**src/sv/mwdm_pkg.sv**
```systemverilog
// types, constants and register codes for the mecanum duty mapper
package mwdm_pkg;

    // field widths
    localparam int VEL_W       = 16;
    localparam int CFG_W       = 16;
    localparam int CFG_IDX_W   = 3;
    localparam int DUTY_W      = 10;
    localparam int AGE_W       = 8;
    localparam int MIN_DUTY_W  = 10;
    localparam int MASK_W      = 4;
    localparam int NUM_WHEELS  = 4;
    localparam int WHEEL_IDX_W = 2;

    // datapath widths: L*w fits 17 bits, wheel sums 18 bits, magnitudes 17 bits
    localparam int LW_W   = 17;
    localparam int SUM_W  = 18;
    localparam int MAG_W  = 17;

    // queue between front and back
    localparam int QUEUE_DEPTH = 2;

    // duty full scale, never above the field range
    localparam int DUTY_BITS  = 10;
    localparam int DUTY_FULL  = (1 << DUTY_BITS) - 1;
    localparam int FIELD_MAX  = (1 << DUTY_W) - 1;
    localparam int DUTY_CAP   = (DUTY_FULL < FIELD_MAX) ? DUTY_FULL : FIELD_MAX;

    // request kinds
    localparam logic CMD_WRITE = 1'b0;
    localparam logic CMD_TICK  = 1'b1;

    // register indexes
    localparam logic [CFG_IDX_W-1:0] CFG_LEVER_ARM   = 3'd0;
    localparam logic [CFG_IDX_W-1:0] CFG_DUTY_GAIN   = 3'd1;
    localparam logic [CFG_IDX_W-1:0] CFG_MIN_DUTY    = 3'd2;
    localparam logic [CFG_IDX_W-1:0] CFG_TIMEOUT     = 3'd3;
    localparam logic [CFG_IDX_W-1:0] CFG_INVERT_MASK = 3'd4;

    // register reset values
    localparam logic [15:0]           RST_LEVER_ARM   = 16'd26634;
    localparam logic [15:0]           RST_DUTY_GAIN   = 16'd31435;
    localparam logic [MIN_DUTY_W-1:0] RST_MIN_DUTY    = 10'd204;
    localparam logic [AGE_W-1:0]      RST_TIMEOUT     = 8'd25;
    localparam logic [MASK_W-1:0]     RST_INVERT_MASK = 4'd10;

    typedef struct packed {
        logic [15:0]           lever_arm;
        logic [15:0]           duty_gain;
        logic [MIN_DUTY_W-1:0] min_duty;
        logic [AGE_W-1:0]      timeout_ticks;
        logic [MASK_W-1:0]     invert_mask;
    } t_cfg;

    // one control tick handed from front to back
    typedef struct packed {
        logic signed [VEL_W-1:0] vx;
        logic signed [VEL_W-1:0] vy;
        logic signed [VEL_W-1:0] yaw;
        logic                    timed_out;
    } t_job;

    typedef struct packed {
        logic full;
        logic empty;
    } t_q_status;

    typedef struct packed {
        logic [DUTY_W-1:0] duty_fl;
        logic [DUTY_W-1:0] duty_fr;
        logic [DUTY_W-1:0] duty_rl;
        logic [DUTY_W-1:0] duty_rr;
        logic              fwd_fl;
        logic              fwd_fr;
        logic              fwd_rl;
        logic              fwd_rr;
        logic              timed_out;
    } t_result;

endpackage

```
**src/sv/mwdm_front.sv**
```systemverilog
// front end: takes requests, keeps the held command and its age, queues ticks
module mwdm_front
    import mwdm_pkg::*;
(
    input  logic                    i_clk,
    input  logic                    i_rst_n,
    input  logic                    i_valid,
    input  logic                    i_cmd,
    input  logic signed [VEL_W-1:0] i_vx,
    input  logic signed [VEL_W-1:0] i_vy,
    input  logic signed [VEL_W-1:0] i_yaw,
    input  logic [AGE_W-1:0]        i_timeout,
    input  t_q_status               i_q_status,
    output logic                    o_stall,
    output logic                    o_push,
    output t_job                    o_job
);

    logic signed [VEL_W-1:0] r_held_vx, n_held_vx;
    logic signed [VEL_W-1:0] r_held_vy, n_held_vy;
    logic signed [VEL_W-1:0] r_held_yaw, n_held_yaw;
    logic [AGE_W-1:0]        r_age, n_age;
    logic                    accept;
    logic [AGE_W-1:0]        age_inc;
    logic                    expired;

    // stall while the queue has no room
    assign o_stall = i_q_status.full;
    assign accept  = i_valid && !o_stall;

    // saturating age and timeout test
    assign age_inc = (r_age == {AGE_W{1'b1}}) ? r_age : r_age + 1'b1;
    assign expired = age_inc > i_timeout;

    always_comb begin
        n_held_vx  = r_held_vx;
        n_held_vy  = r_held_vy;
        n_held_yaw = r_held_yaw;
        n_age      = r_age;
        o_push     = 1'b0;
        if (accept) begin
            if (i_cmd == CMD_WRITE) begin
                n_held_vx  = i_vx;
                n_held_vy  = i_vy;
                n_held_yaw = i_yaw;
                n_age      = '0;
            end else begin
                n_age  = age_inc;
                o_push = 1'b1;
                if (expired) begin
                    n_held_vx  = '0;
                    n_held_vy  = '0;
                    n_held_yaw = '0;
                end
            end
        end
    end

    // tick request carries the command as it stands after the timeout test
    assign o_job = '{vx: n_held_vx, vy: n_held_vy, yaw: n_held_yaw, timed_out: expired};

    always_ff @(posedge i_clk) begin
        if (!i_rst_n) begin
            r_held_vx  <= '0;
            r_held_vy  <= '0;
            r_held_yaw <= '0;
            r_age      <= '0;
        end else begin
            r_held_vx  <= n_held_vx;
            r_held_vy  <= n_held_vy;
            r_held_yaw <= n_held_yaw;
            r_age      <= n_age;
        end
    end

endmodule

```
**src/sv/mwdm_queue.sv**
```systemverilog
// short request queue between front and back
module mwdm_queue
    import mwdm_pkg::*;
#(
    parameter int DEPTH = QUEUE_DEPTH
) (
    input  logic      i_clk,
    input  logic      i_rst_n,
    input  logic      i_push,
    input  t_job      i_job,
    input  logic      i_pop,
    output t_job      o_job,
    output t_q_status o_status
);

    localparam int PTR_W = (DEPTH > 1) ? $clog2(DEPTH) : 1;
    localparam int CNT_W = $clog2(DEPTH + 1);
    localparam logic [PTR_W-1:0] LAST = PTR_W'(DEPTH - 1);

    t_job             r_mem [DEPTH];
    logic [PTR_W-1:0] r_wr_ptr, n_wr_ptr;
    logic [PTR_W-1:0] r_rd_ptr, n_rd_ptr;
    logic [CNT_W-1:0] r_count, n_count;

    assign o_status.full  = r_count == CNT_W'(DEPTH);
    assign o_status.empty = r_count == '0;
    assign o_job          = r_mem[r_rd_ptr];

    // pointer and fill bookkeeping
    always_comb begin
        n_wr_ptr = r_wr_ptr;
        n_rd_ptr = r_rd_ptr;
        n_count  = r_count;
        if (i_push) begin
            n_wr_ptr = (r_wr_ptr == LAST) ? '0 : r_wr_ptr + 1'b1;
        end
        if (i_pop) begin
            n_rd_ptr = (r_rd_ptr == LAST) ? '0 : r_rd_ptr + 1'b1;
        end
        if (i_push && !i_pop) begin
            n_count = r_count + 1'b1;
        end else if (i_pop && !i_push) begin
            n_count = r_count - 1'b1;
        end
    end

    always_ff @(posedge i_clk) begin
        if (!i_rst_n) begin
            r_wr_ptr <= '0;
            r_rd_ptr <= '0;
            r_count  <= '0;
        end else begin
            r_wr_ptr <= n_wr_ptr;
            r_rd_ptr <= n_rd_ptr;
            r_count  <= n_count;
        end
    end

    // storage
    always_ff @(posedge i_clk) begin
        if (i_push) begin
            r_mem[r_wr_ptr] <= i_job;
        end
    end

endmodule

```
**src/sv/mwdm_back.sv**
```systemverilog
// back end: lever-arm product, then wheel sums and duty one wheel at a time, result register
module mwdm_back
    import mwdm_pkg::*;
(
    input  logic      i_clk,
    input  logic      i_rst_n,
    input  t_cfg      i_cfg,
    input  t_q_status i_q_status,
    input  t_job      i_job,
    output logic      o_pop,
    output logic      o_out_valid,
    input  logic      i_out_stall,
    output t_result   o_result
);

    typedef enum logic [2:0] {
        S_IDLE,
        S_LW,
        S_SUM,
        S_DUTY,
        S_DONE
    } t_state;

    localparam logic [WHEEL_IDX_W-1:0] LAST_WHEEL = WHEEL_IDX_W'(NUM_WHEELS - 1);
    localparam logic [MAG_W-1:0]       CAP        = MAG_W'(DUTY_CAP);

    t_state                   r_state;
    t_job                     r_job;
    logic signed [LW_W-1:0]   r_lw;
    logic [WHEEL_IDX_W-1:0]   r_wheel;
    logic [MAG_W-1:0]         r_mag;
    logic                     r_neg;
    logic                     r_nz;
    logic [DUTY_W-1:0]        r_duty [NUM_WHEELS];
    logic [NUM_WHEELS-1:0]    r_fwd;
    logic                     r_out_valid;
    t_result                  r_result;

    logic signed [2*VEL_W:0]  lw_prod;
    logic signed [SUM_W-1:0]  vx_ext, vy_ext, lw_ext, vy_term, lw_term, sum;
    logic [SUM_W-1:0]         sum_abs;
    logic [MAG_W+15:0]        duty_prod;
    logic [MAG_W-1:0]         duty_raw, duty_min, duty_fin;
    logic                     out_free;

    assign o_pop       = (r_state == S_IDLE) && !i_q_status.empty;
    assign o_out_valid = r_out_valid;
    assign o_result    = r_result;
    assign out_free    = !r_out_valid || !i_out_stall;

    // yaw times lever arm, upper bits give the floor of the scaled product
    assign lw_prod = r_job.yaw * $signed({1'b0, i_cfg.lever_arm});

    // wheel sum: front left vx-vy-lw, front right vx+vy+lw,
    // rear left vx+vy-lw, rear right vx-vy+lw
    always_comb begin
        vx_ext = SUM_W'(r_job.vx);
        vy_ext = SUM_W'(r_job.vy);
        lw_ext = SUM_W'(r_lw);
        case (r_wheel)
            2'd0:    begin vy_term = -vy_ext; lw_term = -lw_ext; end
            2'd1:    begin vy_term =  vy_ext; lw_term =  lw_ext; end
            2'd2:    begin vy_term =  vy_ext; lw_term = -lw_ext; end
            default: begin vy_term = -vy_ext; lw_term =  lw_ext; end
        endcase
        sum     = vx_ext + vy_term + lw_term;
        sum_abs = sum[SUM_W-1] ? SUM_W'(-sum) : SUM_W'(sum);
    end

    // duty: truncated product, raised to the minimum when nonzero, then capped
    always_comb begin
        duty_prod = r_mag * i_cfg.duty_gain;
        duty_raw  = duty_prod[MAG_W+15:16];
        duty_min  = (r_nz && (duty_raw < MAG_W'(i_cfg.min_duty)))
                    ? MAG_W'(i_cfg.min_duty) : duty_raw;
        duty_fin  = (duty_min > CAP) ? CAP : duty_min;
    end

    // sequencer and result register
    always_ff @(posedge i_clk) begin
        if (!i_rst_n) begin
            r_state     <= S_IDLE;
            r_wheel     <= '0;
            r_out_valid <= 1'b0;
        end else begin
            if (r_out_valid && !i_out_stall) begin
                r_out_valid <= 1'b0;
            end
            unique case (r_state)
                S_IDLE: begin
                    if (o_pop) begin
                        r_job   <= i_job;
                        r_wheel <= '0;
                        r_state <= S_LW;
                    end
                end
                S_LW: begin
                    r_lw    <= lw_prod[2*VEL_W:VEL_W];
                    r_state <= S_SUM;
                end
                S_SUM: begin
                    r_mag   <= sum_abs[MAG_W-1:0];
                    r_neg   <= sum[SUM_W-1];
                    r_nz    <= sum != '0;
                    r_state <= S_DUTY;
                end
                S_DUTY: begin
                    r_duty[r_wheel] <= duty_fin[DUTY_W-1:0];
                    r_fwd[r_wheel]  <= !r_neg ^ i_cfg.invert_mask[r_wheel];
                    if (r_wheel == LAST_WHEEL) begin
                        r_state <= S_DONE;
                    end else begin
                        r_wheel <= r_wheel + 1'b1;
                        r_state <= S_SUM;
                    end
                end
                S_DONE: begin
                    if (out_free) begin
                        r_result.duty_fl   <= r_duty[0];
                        r_result.duty_fr   <= r_duty[1];
                        r_result.duty_rl   <= r_duty[2];
                        r_result.duty_rr   <= r_duty[3];
                        r_result.fwd_fl    <= r_fwd[0];
                        r_result.fwd_fr    <= r_fwd[1];
                        r_result.fwd_rl    <= r_fwd[2];
                        r_result.fwd_rr    <= r_fwd[3];
                        r_result.timed_out <= r_job.timed_out;
                        r_out_valid        <= 1'b1;
                        r_state            <= S_IDLE;
                    end
                end
                default: begin
                    r_state <= S_IDLE;
                end
            endcase
        end
    end

endmodule

```
**src/sv/mecanum_wheel_duty_mapper_top.sv**
```systemverilog
// top level of the mecanum wheel duty mapper
//
//  channel  | handshake                  | payload
//  ---------+----------------------------+-------------------------------------
//  request  | i_in_valid / o_in_stall    | i_cmd, i_velocity_x/y, i_yaw_rate
//  result   | o_out_valid / i_out_stall  | o_duty_*, o_fwd_*, o_timed_out
//  config   | i_cfg_we                   | i_cfg_idx, i_cfg_data
//
// a velocity write is absorbed by the front end and gives no result
// a control tick goes through the back end as fetch, L*w, a sum and a duty step
// per wheel, then a load of the result register once the output is not stalled
// the queue holds QUEUE_DEPTH_P ticks; o_in_stall rises only when it is full
// synchronous reset restores register defaults and clears the held command
module mecanum_wheel_duty_mapper_top
    import mwdm_pkg::*;
#(
    parameter int QUEUE_DEPTH_P = QUEUE_DEPTH
) (
    input  logic                    i_clk,
    input  logic                    i_rst_n,
    input  logic                    i_in_valid,
    output logic                    o_in_stall,
    input  logic                    i_cmd,
    input  logic signed [VEL_W-1:0] i_velocity_x,
    input  logic signed [VEL_W-1:0] i_velocity_y,
    input  logic signed [VEL_W-1:0] i_yaw_rate,
    output logic                    o_out_valid,
    input  logic                    i_out_stall,
    output logic [DUTY_W-1:0]       o_duty_front_left,
    output logic [DUTY_W-1:0]       o_duty_front_right,
    output logic [DUTY_W-1:0]       o_duty_rear_left,
    output logic [DUTY_W-1:0]       o_duty_rear_right,
    output logic                    o_fwd_front_left,
    output logic                    o_fwd_front_right,
    output logic                    o_fwd_rear_left,
    output logic                    o_fwd_rear_right,
    output logic                    o_timed_out,
    input  logic                    i_cfg_we,
    input  logic [CFG_IDX_W-1:0]    i_cfg_idx,
    input  logic [CFG_W-1:0]        i_cfg_data
);

    t_cfg      r_cfg;
    t_job      front_job, queue_job;
    t_q_status q_status;
    t_result   result;
    logic      push, pop;

    // configuration registers
    always_ff @(posedge i_clk) begin
        if (!i_rst_n) begin
            r_cfg.lever_arm     <= RST_LEVER_ARM;
            r_cfg.duty_gain     <= RST_DUTY_GAIN;
            r_cfg.min_duty      <= RST_MIN_DUTY;
            r_cfg.timeout_ticks <= RST_TIMEOUT;
            r_cfg.invert_mask   <= RST_INVERT_MASK;
        end else if (i_cfg_we) begin
            unique case (i_cfg_idx)
                CFG_LEVER_ARM:   r_cfg.lever_arm     <= i_cfg_data;
                CFG_DUTY_GAIN:   r_cfg.duty_gain     <= i_cfg_data;
                CFG_MIN_DUTY:    r_cfg.min_duty      <= i_cfg_data[MIN_DUTY_W-1:0];
                CFG_TIMEOUT:     r_cfg.timeout_ticks <= i_cfg_data[AGE_W-1:0];
                CFG_INVERT_MASK: r_cfg.invert_mask   <= i_cfg_data[MASK_W-1:0];
                default: ;
            endcase
        end
    end

    mwdm_front u_front (
        .i_clk      (i_clk),
        .i_rst_n    (i_rst_n),
        .i_valid    (i_in_valid),
        .i_cmd      (i_cmd),
        .i_vx       (i_velocity_x),
        .i_vy       (i_velocity_y),
        .i_yaw      (i_yaw_rate),
        .i_timeout  (r_cfg.timeout_ticks),
        .i_q_status (q_status),
        .o_stall    (o_in_stall),
        .o_push     (push),
        .o_job      (front_job)
    );

    mwdm_queue #(
        .DEPTH (QUEUE_DEPTH_P)
    ) u_queue (
        .i_clk    (i_clk),
        .i_rst_n  (i_rst_n),
        .i_push   (push),
        .i_job    (front_job),
        .i_pop    (pop),
        .o_job    (queue_job),
        .o_status (q_status)
    );

    mwdm_back u_back (
        .i_clk       (i_clk),
        .i_rst_n     (i_rst_n),
        .i_cfg       (r_cfg),
        .i_q_status  (q_status),
        .i_job       (queue_job),
        .o_pop       (pop),
        .o_out_valid (o_out_valid),
        .i_out_stall (i_out_stall),
        .o_result    (result)
    );

    // result fields
    assign o_duty_front_left  = result.duty_fl;
    assign o_duty_front_right = result.duty_fr;
    assign o_duty_rear_left   = result.duty_rl;
    assign o_duty_rear_right  = result.duty_rr;
    assign o_fwd_front_left   = result.fwd_fl;
    assign o_fwd_front_right  = result.fwd_fr;
    assign o_fwd_rear_left    = result.fwd_rl;
    assign o_fwd_rear_right   = result.fwd_rr;
    assign o_timed_out        = result.timed_out;

endmodule

```
**config.mk**
```make
export PLATFORM = sky130hd
export DESIGN_NAME = mecanum_wheel_duty_mapper_top
export DESIGN_NICKNAME = d
export VERILOG_FILES = /design/src/sv/mwdm_pkg.sv /design/src/sv/mwdm_front.sv /design/src/sv/mwdm_queue.sv /design/src/sv/mwdm_back.sv /design/src/sv/mecanum_wheel_duty_mapper_top.sv
export SDC_FILE = /design/constraint.sdc
export NUM_CORES = 2
export LEC_CHECK = 0
export BUFFER_PORTS_ARGS = -buffer_cell sky130_fd_sc_hd__buf_2
export CORE_AREA = 2 2 198 347
export CTS_CLUSTER_DIAMETER = 120
export DETAILED_ROUTE_END_ITERATION = 7
export DIE_AREA = 0 0 200 349
export GPL_TIMING_DRIVEN = 0
export PLACE_DENSITY_LB_ADDON = 0.1
export SETUP_SLACK_MARGIN = 0.02
export SLEW_MARGIN = 5
export SYNTH_ARGS = -nofsm -noshare
export SYNTH_HDL_FRONTEND = slang
export SYNTH_SLANG_ARGS = --single-unit
```
**constraint.sdc**
```tcl
create_clock -name i_clk -period 19.9 [get_ports i_clk]
set_input_delay 2.985 -clock i_clk [delete_from_list [all_inputs] [get_ports i_clk]]
set_output_delay 2.985 -clock i_clk [all_outputs]
set_load 0.05 [all_outputs]
```
# After elaboration in Yosys (flattened, before gate mapping)
# Memories as Yosys holds them, arrays and structs flattened. A register that Yosys moved wholly into a read port is not among the register bits.
# Index checks and enable logic that the tools add are counted.
# W data, S select, Z words.
# word_totals
reg_bits	165
ramBits	138
input_bits	73
out_inout_bits	47
mem_count	2
# memory_table
name	words	word_bits	rd	rd_clocked_by_memory_dff	wr	line	rtl
u_queue.r_mem	2	49	1	1	1	mwdm_queue.sv:20	t_job r_mem [DEPTH];
u_back.r_duty	4	10	4	4	1	mwdm_back.sv:34	logic [DUTY_W-1:0] r_duty [NUM_WHEELS];
# op_classes
n_addsub	11
mul	2
n_lt_le_gt_ge	5
n_eq_ne	16
mux	42
bitwise_logic	1
n_reduce_logical	36
# op_table
operator	count
$mux W16	9
$mux W18	2
$mux W17	2
$mul A16 B17 Y33	1
$mul A17 B16 Y33	1
$add A16 B18 Y18	1
$add A18 B18 Y18	1
$neg A16 Y18	1
$neg A17 Y18	1
$reduce_and A2 Y1	9
$reduce_bool A18 Y1	1
$gt A17 B10 Y1 const B	1
$lt A17 B10 Y1	1
$neg A17 Y17	1
$mux W8	2
$pmux W3 S5	1
$mux W1	14
$eq A3 B2 Y1 const B	4
$mux W10	1
$mux W3	3
$reduce_and A3 Y1	3
$add A8 B1 Y8 const B	1
$eq A8 B8 Y1 const B	1
$gt A8 B8 Y1	1
24 further kinds	50

# Logic depth before layout (Yosys ltp)
# depth
depth_word	8
depth_mapped	32
ltp_nobuf	30

# Modules after synthesis
# Synthesis repeated with hierarchy kept, for this count alone.
# hier_totals
cells_unflattened	3266
hier_area_um2	34154.0
# by_module_without_submodules
mod	n_inst	cells_each	area_per_inst_um2	seq_area_each_um2
mwdm_back	1	2511	25161.6	5345.1
mwdm_queue	1	174	3751.1	3042.9
mwdm_front	1	369	3057.9	1121.1
mecanum_wheel_duty_mapper_top	1	212	2183.3	1081.0

# Worst setup path before layout
# Ideal clock, no wire load.
# synth_timing
path_kind	input port to flip-flop
from	input port i_in_valid
to	memory u_queue.r_mem[0][0] (netlist name) (enable)
arrival_time_ns	6.653
required_time_ns	19.381
setup_slack_ns	12.728
cell_stages	3
n_path_buf	1
path_cell_list	nand2b_1 -> clkbuf_1 -> nor3_1
# synth_between
elab_chain_cells	4
# synth_rtl
element	line	rtl
start: declaration	mecanum_wheel_duty_mapper_top.sv:21	input logic i_in_valid,
$logic_and A1 B1 Y1	mwdm_front.sv:29	assign accept = i_valid && !o_stall;
$mux W1	mwdm_front.sv:41	if (accept) begin
$mux W1	mwdm_queue.sv:61	if (i_push) begin
$mux W1 (implied by the code)	mwdm_queue.sv:62	r_mem[r_wr_ptr] <= i_job;
end: declaration	mwdm_queue.sv:20	
# Every way passes these cells.

# Worst setup path after layout
# layout_timing
from	register u_back.r_mag[11]
to	memory u_back.r_duty[1][2] (data pin)
# layout_between
elab_chain_cells	6
# layout_rtl
element	line	rtl
start: declaration	mwdm_back.sv:31	logic [MAG_W-1:0] r_mag;
start signal: assignment	mwdm_back.sv:102	r_mag <= sum_abs[MAG_W-1:0];
$mul A17 B16 Y33 *	mwdm_back.sv:72	duty_prod = r_mag * i_cfg.duty_gain;
$lt A17 B10 Y1	mwdm_back.sv:74	duty_min = (r_nz && (duty_raw < MAG_W'(i_cfg.min_duty)))
$logic_and A1 B1 Y1	mwdm_back.sv:74	
$mux W17 *	mwdm_back.sv:75	? MAG_W'(i_cfg.min_duty) : duty_raw;
$gt A17 B10 Y1	mwdm_back.sv:76	duty_fin = (duty_min > CAP) ? CAP : duty_min;
$mux W10 *	mwdm_back.sv:76	
via u_back.duty_fin[2]	mwdm_back.sv:43	logic [MAG_W-1:0] duty_raw, duty_min, duty_fin;
end: declaration	mwdm_back.sv:34	
# Mark *: on every way through the listed nets, which the timed path passes. The rest lies on a longest branch.

==> impl_metrics.tcl <==
set metrics [dict create \
    grt_pass1_vias 24860 \
    syn_to_final_growth_pct 9.344 \
    layout_commonest_cell "inv_1" \
    status "finished, final reports clean" \
    clk_latency_ns 0.57 \
    syn_inst 3180 \
    cp_slowest_cell "o21bai_1" \
    cp.required_ns 20.27 \
    synthesis.area_um2 33250 \
    cts_tree "yes" \
    grt_usage 0.2581 \
    cp.arrival_ns 10.36 \
    dp_hpwl_um 71630 \
    num_vias 22830 \
    min_period_over_period 0.5018 \
    first_pass_iters 5 \
    critical_path_class "reg -> reg" \
    fp.dieW_um 200 \
    overflow 0 \
    register_area_um2 10570 \
    drc 0 \
    fin_tns_setup_ns 0 \
    cts_made_buffers 38 \
    period_needed_ns 9.986 \
    start_util 0.4962 \
    drv_cap 0 \
    max_slew.worst_pin.slew_ns 1.204 \
    crit_fanout 10 \
    drive_above_1_share 0.07941 \
    htreeDepth 2 \
    post_cts_buffers 0 \
    clock_sinks 392 \
    multi_input_area_um2 20250 \
    critPathLaunch "u_back.r_mag[11]$_DFFE_PP_" \
    ctsResizeCount 0 \
    place_congestion 0.9318 \
    clk_pin_slew_ns 0.07 \
    reg2regPathDepth 29 \
    min_path_type "reg -> reg" \
    n_fill_cell 5945 \
    antenna_found_initial 2 \
    crit_end "u_back.r_duty[1][2]$_DFFE_PP_" \
    synth_nets 3934 \
    pin_count 120 \
    rr_startpoint "u_back.r_mag[11]$_DFFE_PP_" \
    rrSetupSlack_ns 9.91 \
    ys.flop_type "edfxtp_1" \
    cts_hold_buf 0 \
    grt_pass1_wl_um 135400 \
    rr_endpoint "u_back.r_duty[1][2]$_DFFE_PP_" \
    routedWlPerCell_um 20.20 \
    ys_warn_count 0 \
    yosysSeqAreaShare 0.3179 \
    cts_root_buffer "clkbuf_16" \
    crit_path_start_kind "flip-flop" \
    synth_enable_flop_cells 272 \
    cpPeakStageDelay_ns 0.84 \
    setup_viol_count_final 0 \
    io_buffers 119 \
    relSlewSlack 0.1944 \
    finalHoldViolations 0 \
    die_area_um2 69800 \
    final_nets 4102 \
    core_area_um2 67000 \
    end_kind "flip-flop" \
    yosysUniqueCellTypes 71 \
    finalClockSkew_ns 0.02838 \
    clock_path_buffers 3 \
    hold_ws_ns 0.4167 \
    synth-async-reset-ratio 0 \
    fmax_ghz 0.1001 \
    grt_start_max_net_pins 38 \
    cp_common_cell "fa_1" \
    via_per_inst 5.345 \
    wl_um 86290 \
    ant_nets 0 \
    synth-seq-cells 392 \
    rows 126 \
    die_h_um 349 \
    rsz0062_at_grt "false" \
    syn_area_per_cell_um2 10.46 \
    slew_violations 0 \
    final_cell_mix "inv_1, nand2_1, fa_1" \
    drt_iter0_drc 1100 \
]
## registers in the layout, indices dropped and copies added, names as in the netlist, 4 cells and up
register            cells
o_duty_front_left      10
o_duty_front_right     10
o_duty_rear_left       10
o_duty_rear_right      10
r_cfg                  54
u_back.o_result         5
u_back.r_duty          40
u_back.r_fwd            4
u_back.r_job           49
u_back.r_lw            17
u_back.r_mag           17
u_front.r_age           8
u_front.r_held_vx      16
u_front.r_held_vy      16
u_front.r_held_yaw     16
u_queue.r_mem          98
## synth_stat cells, types with 3 or more instances
cell	instances	area, µm²
inv_1	527	1978
nand2_1	430	1614
fa_1	418	8368
and2_1	275	1720
edfxtp_1	272	8168
ha_1	263	3291
dfxtp_1	120	2402
clkbuf_1	119	446.7
nor2_1	81	304.0
nand3_1	57	285.3
xnor2_1	57	499.2
a21oi_1	56	280.3
mux2_2	52	585.6
a22o_1	48	420.4
o21ai_0	46	230.2
xor2_1	41	359.1
a21boi_0	34	255.2
nor2b_1	30	187.7
nor3_1	30	150.1
a21o_1	21	157.7
nand2b_1	21	131.4
nand4_1	17	106.4
o21a_1	15	112.6
and3_1	11	68.82
o211ai_1	9	67.56
mux2i_1	8	80.08
a2111oi_0	7	61.31
a211oi_1	7	52.55
a22oi_1	7	52.55
o21bai_1	7	52.55
or3_1	7	43.79
nor4_1	6	37.54
or2_2	6	37.54
a31oi_1	5	31.28
buf_2	5	25.02
o31ai_1	5	37.54
and4_1	4	35.03
nand3b_1	4	30.03
nor3b_1	4	30.03
o2111ai_1	4	35.03
o22ai_1	4	25.02
or4_1	3	22.52
## critical path, delay by kind of cell (launching register included)
family / cells / cell delay (ns)
adder cells (fa/ha/maj): 8 / 3.74
flip-flops: 1 / 0.60
AO/OA/AOI/OAI: 9 / 3.04
AND/OR/NAND/NOR: 7 / 1.32
buffers and inverters: 5 / 1.03
## how the worst min path moves through the flow
stage	startpoint	end	slack [ns]	cells past startpoint
floorplan	u_back.r_duty[0][0]$_DFFE_PP_	o_duty_front_left[0]$_DFFE_PP_	0.40	0
detailed placement	u_back.r_duty[0][2]$_DFFE_PP_	o_duty_front_left[2]$_DFFE_PP_	0.40	0
global placement	u_back.r_duty[3][0]$_DFFE_PP_	o_duty_rear_right[0]$_DFFE_PP_	0.40	0
finish	u_back.r_duty[3][5]$_DFFE_PP_	o_duty_rear_right[5]$_DFFE_PP_	0.42	0
global route	u_back.r_duty[3][5]$_DFFE_PP_	o_duty_rear_right[5]$_DFFE_PP_	0.42	0
CTS	u_back.r_fwd[1]$_DFFE_PP_	u_back.o_result[3]$_DFFE_PP_	0.42	0
## metrics by stage
stage | area (µm²) | worst slack, ns | instances | utilization
finish | 36350 | 9.914 | 4272 | 0.5426
global route | 36350 | 9.653 | 4271 | 0.5426
global placement | 34960 | 10.39 | 4195 | 0.5218
floorplan | 33250 | 12.73 | 3180 | -
CTS | 36350 | 10.20 | 4271 | 0.5426
detailed placement | 35120 | 10.25 | 4204 | 0.5241
## area by class of cell
class	count	area share
plain buffers	126	0.01318
flip-flops and latches	392	0.2907
multi-input cells	2134	0.5571
well taps	896	0.03084
clock buffers	51	0.02836
repair buffers	128	0.01958
clock inverters	16	0.005610
inverters	528	0.05452
diodes	1	0.00006883
## per-layer routing
metal	wire [µm]	global-route usage	up-vias
met5	13	0	-
met4	6311	0.1572	2
met3	3355	0.02721	215
met1	29700	0.2672	11470
li1	-	-	10530
met2	46910	0.4899	613
## kinds of logic (layout without fill, tap and decap cells)
| family | Yosys count | after routing | share of synthesized area |
|---|---|---|---|
| fa+ha+maj | 681 | 681 | 0.3507 |
| flops | 392 | 392 | 0.3179 |
| simple gates | 996 | 996 | 0.1480 |
| mux | 61 | 61 | 0.02070 |
| xor+xnor | 98 | 98 | 0.02582 |
| buf+inv | 654 | 849 | 0.07402 |
| compound gates | 298 | 298 | 0.06292 |
| other cells | 0 | 1 | 0 |
Power is not shown: default switching activity piles up to over one toggle a cycle in this logic, so the estimate is an artifact.
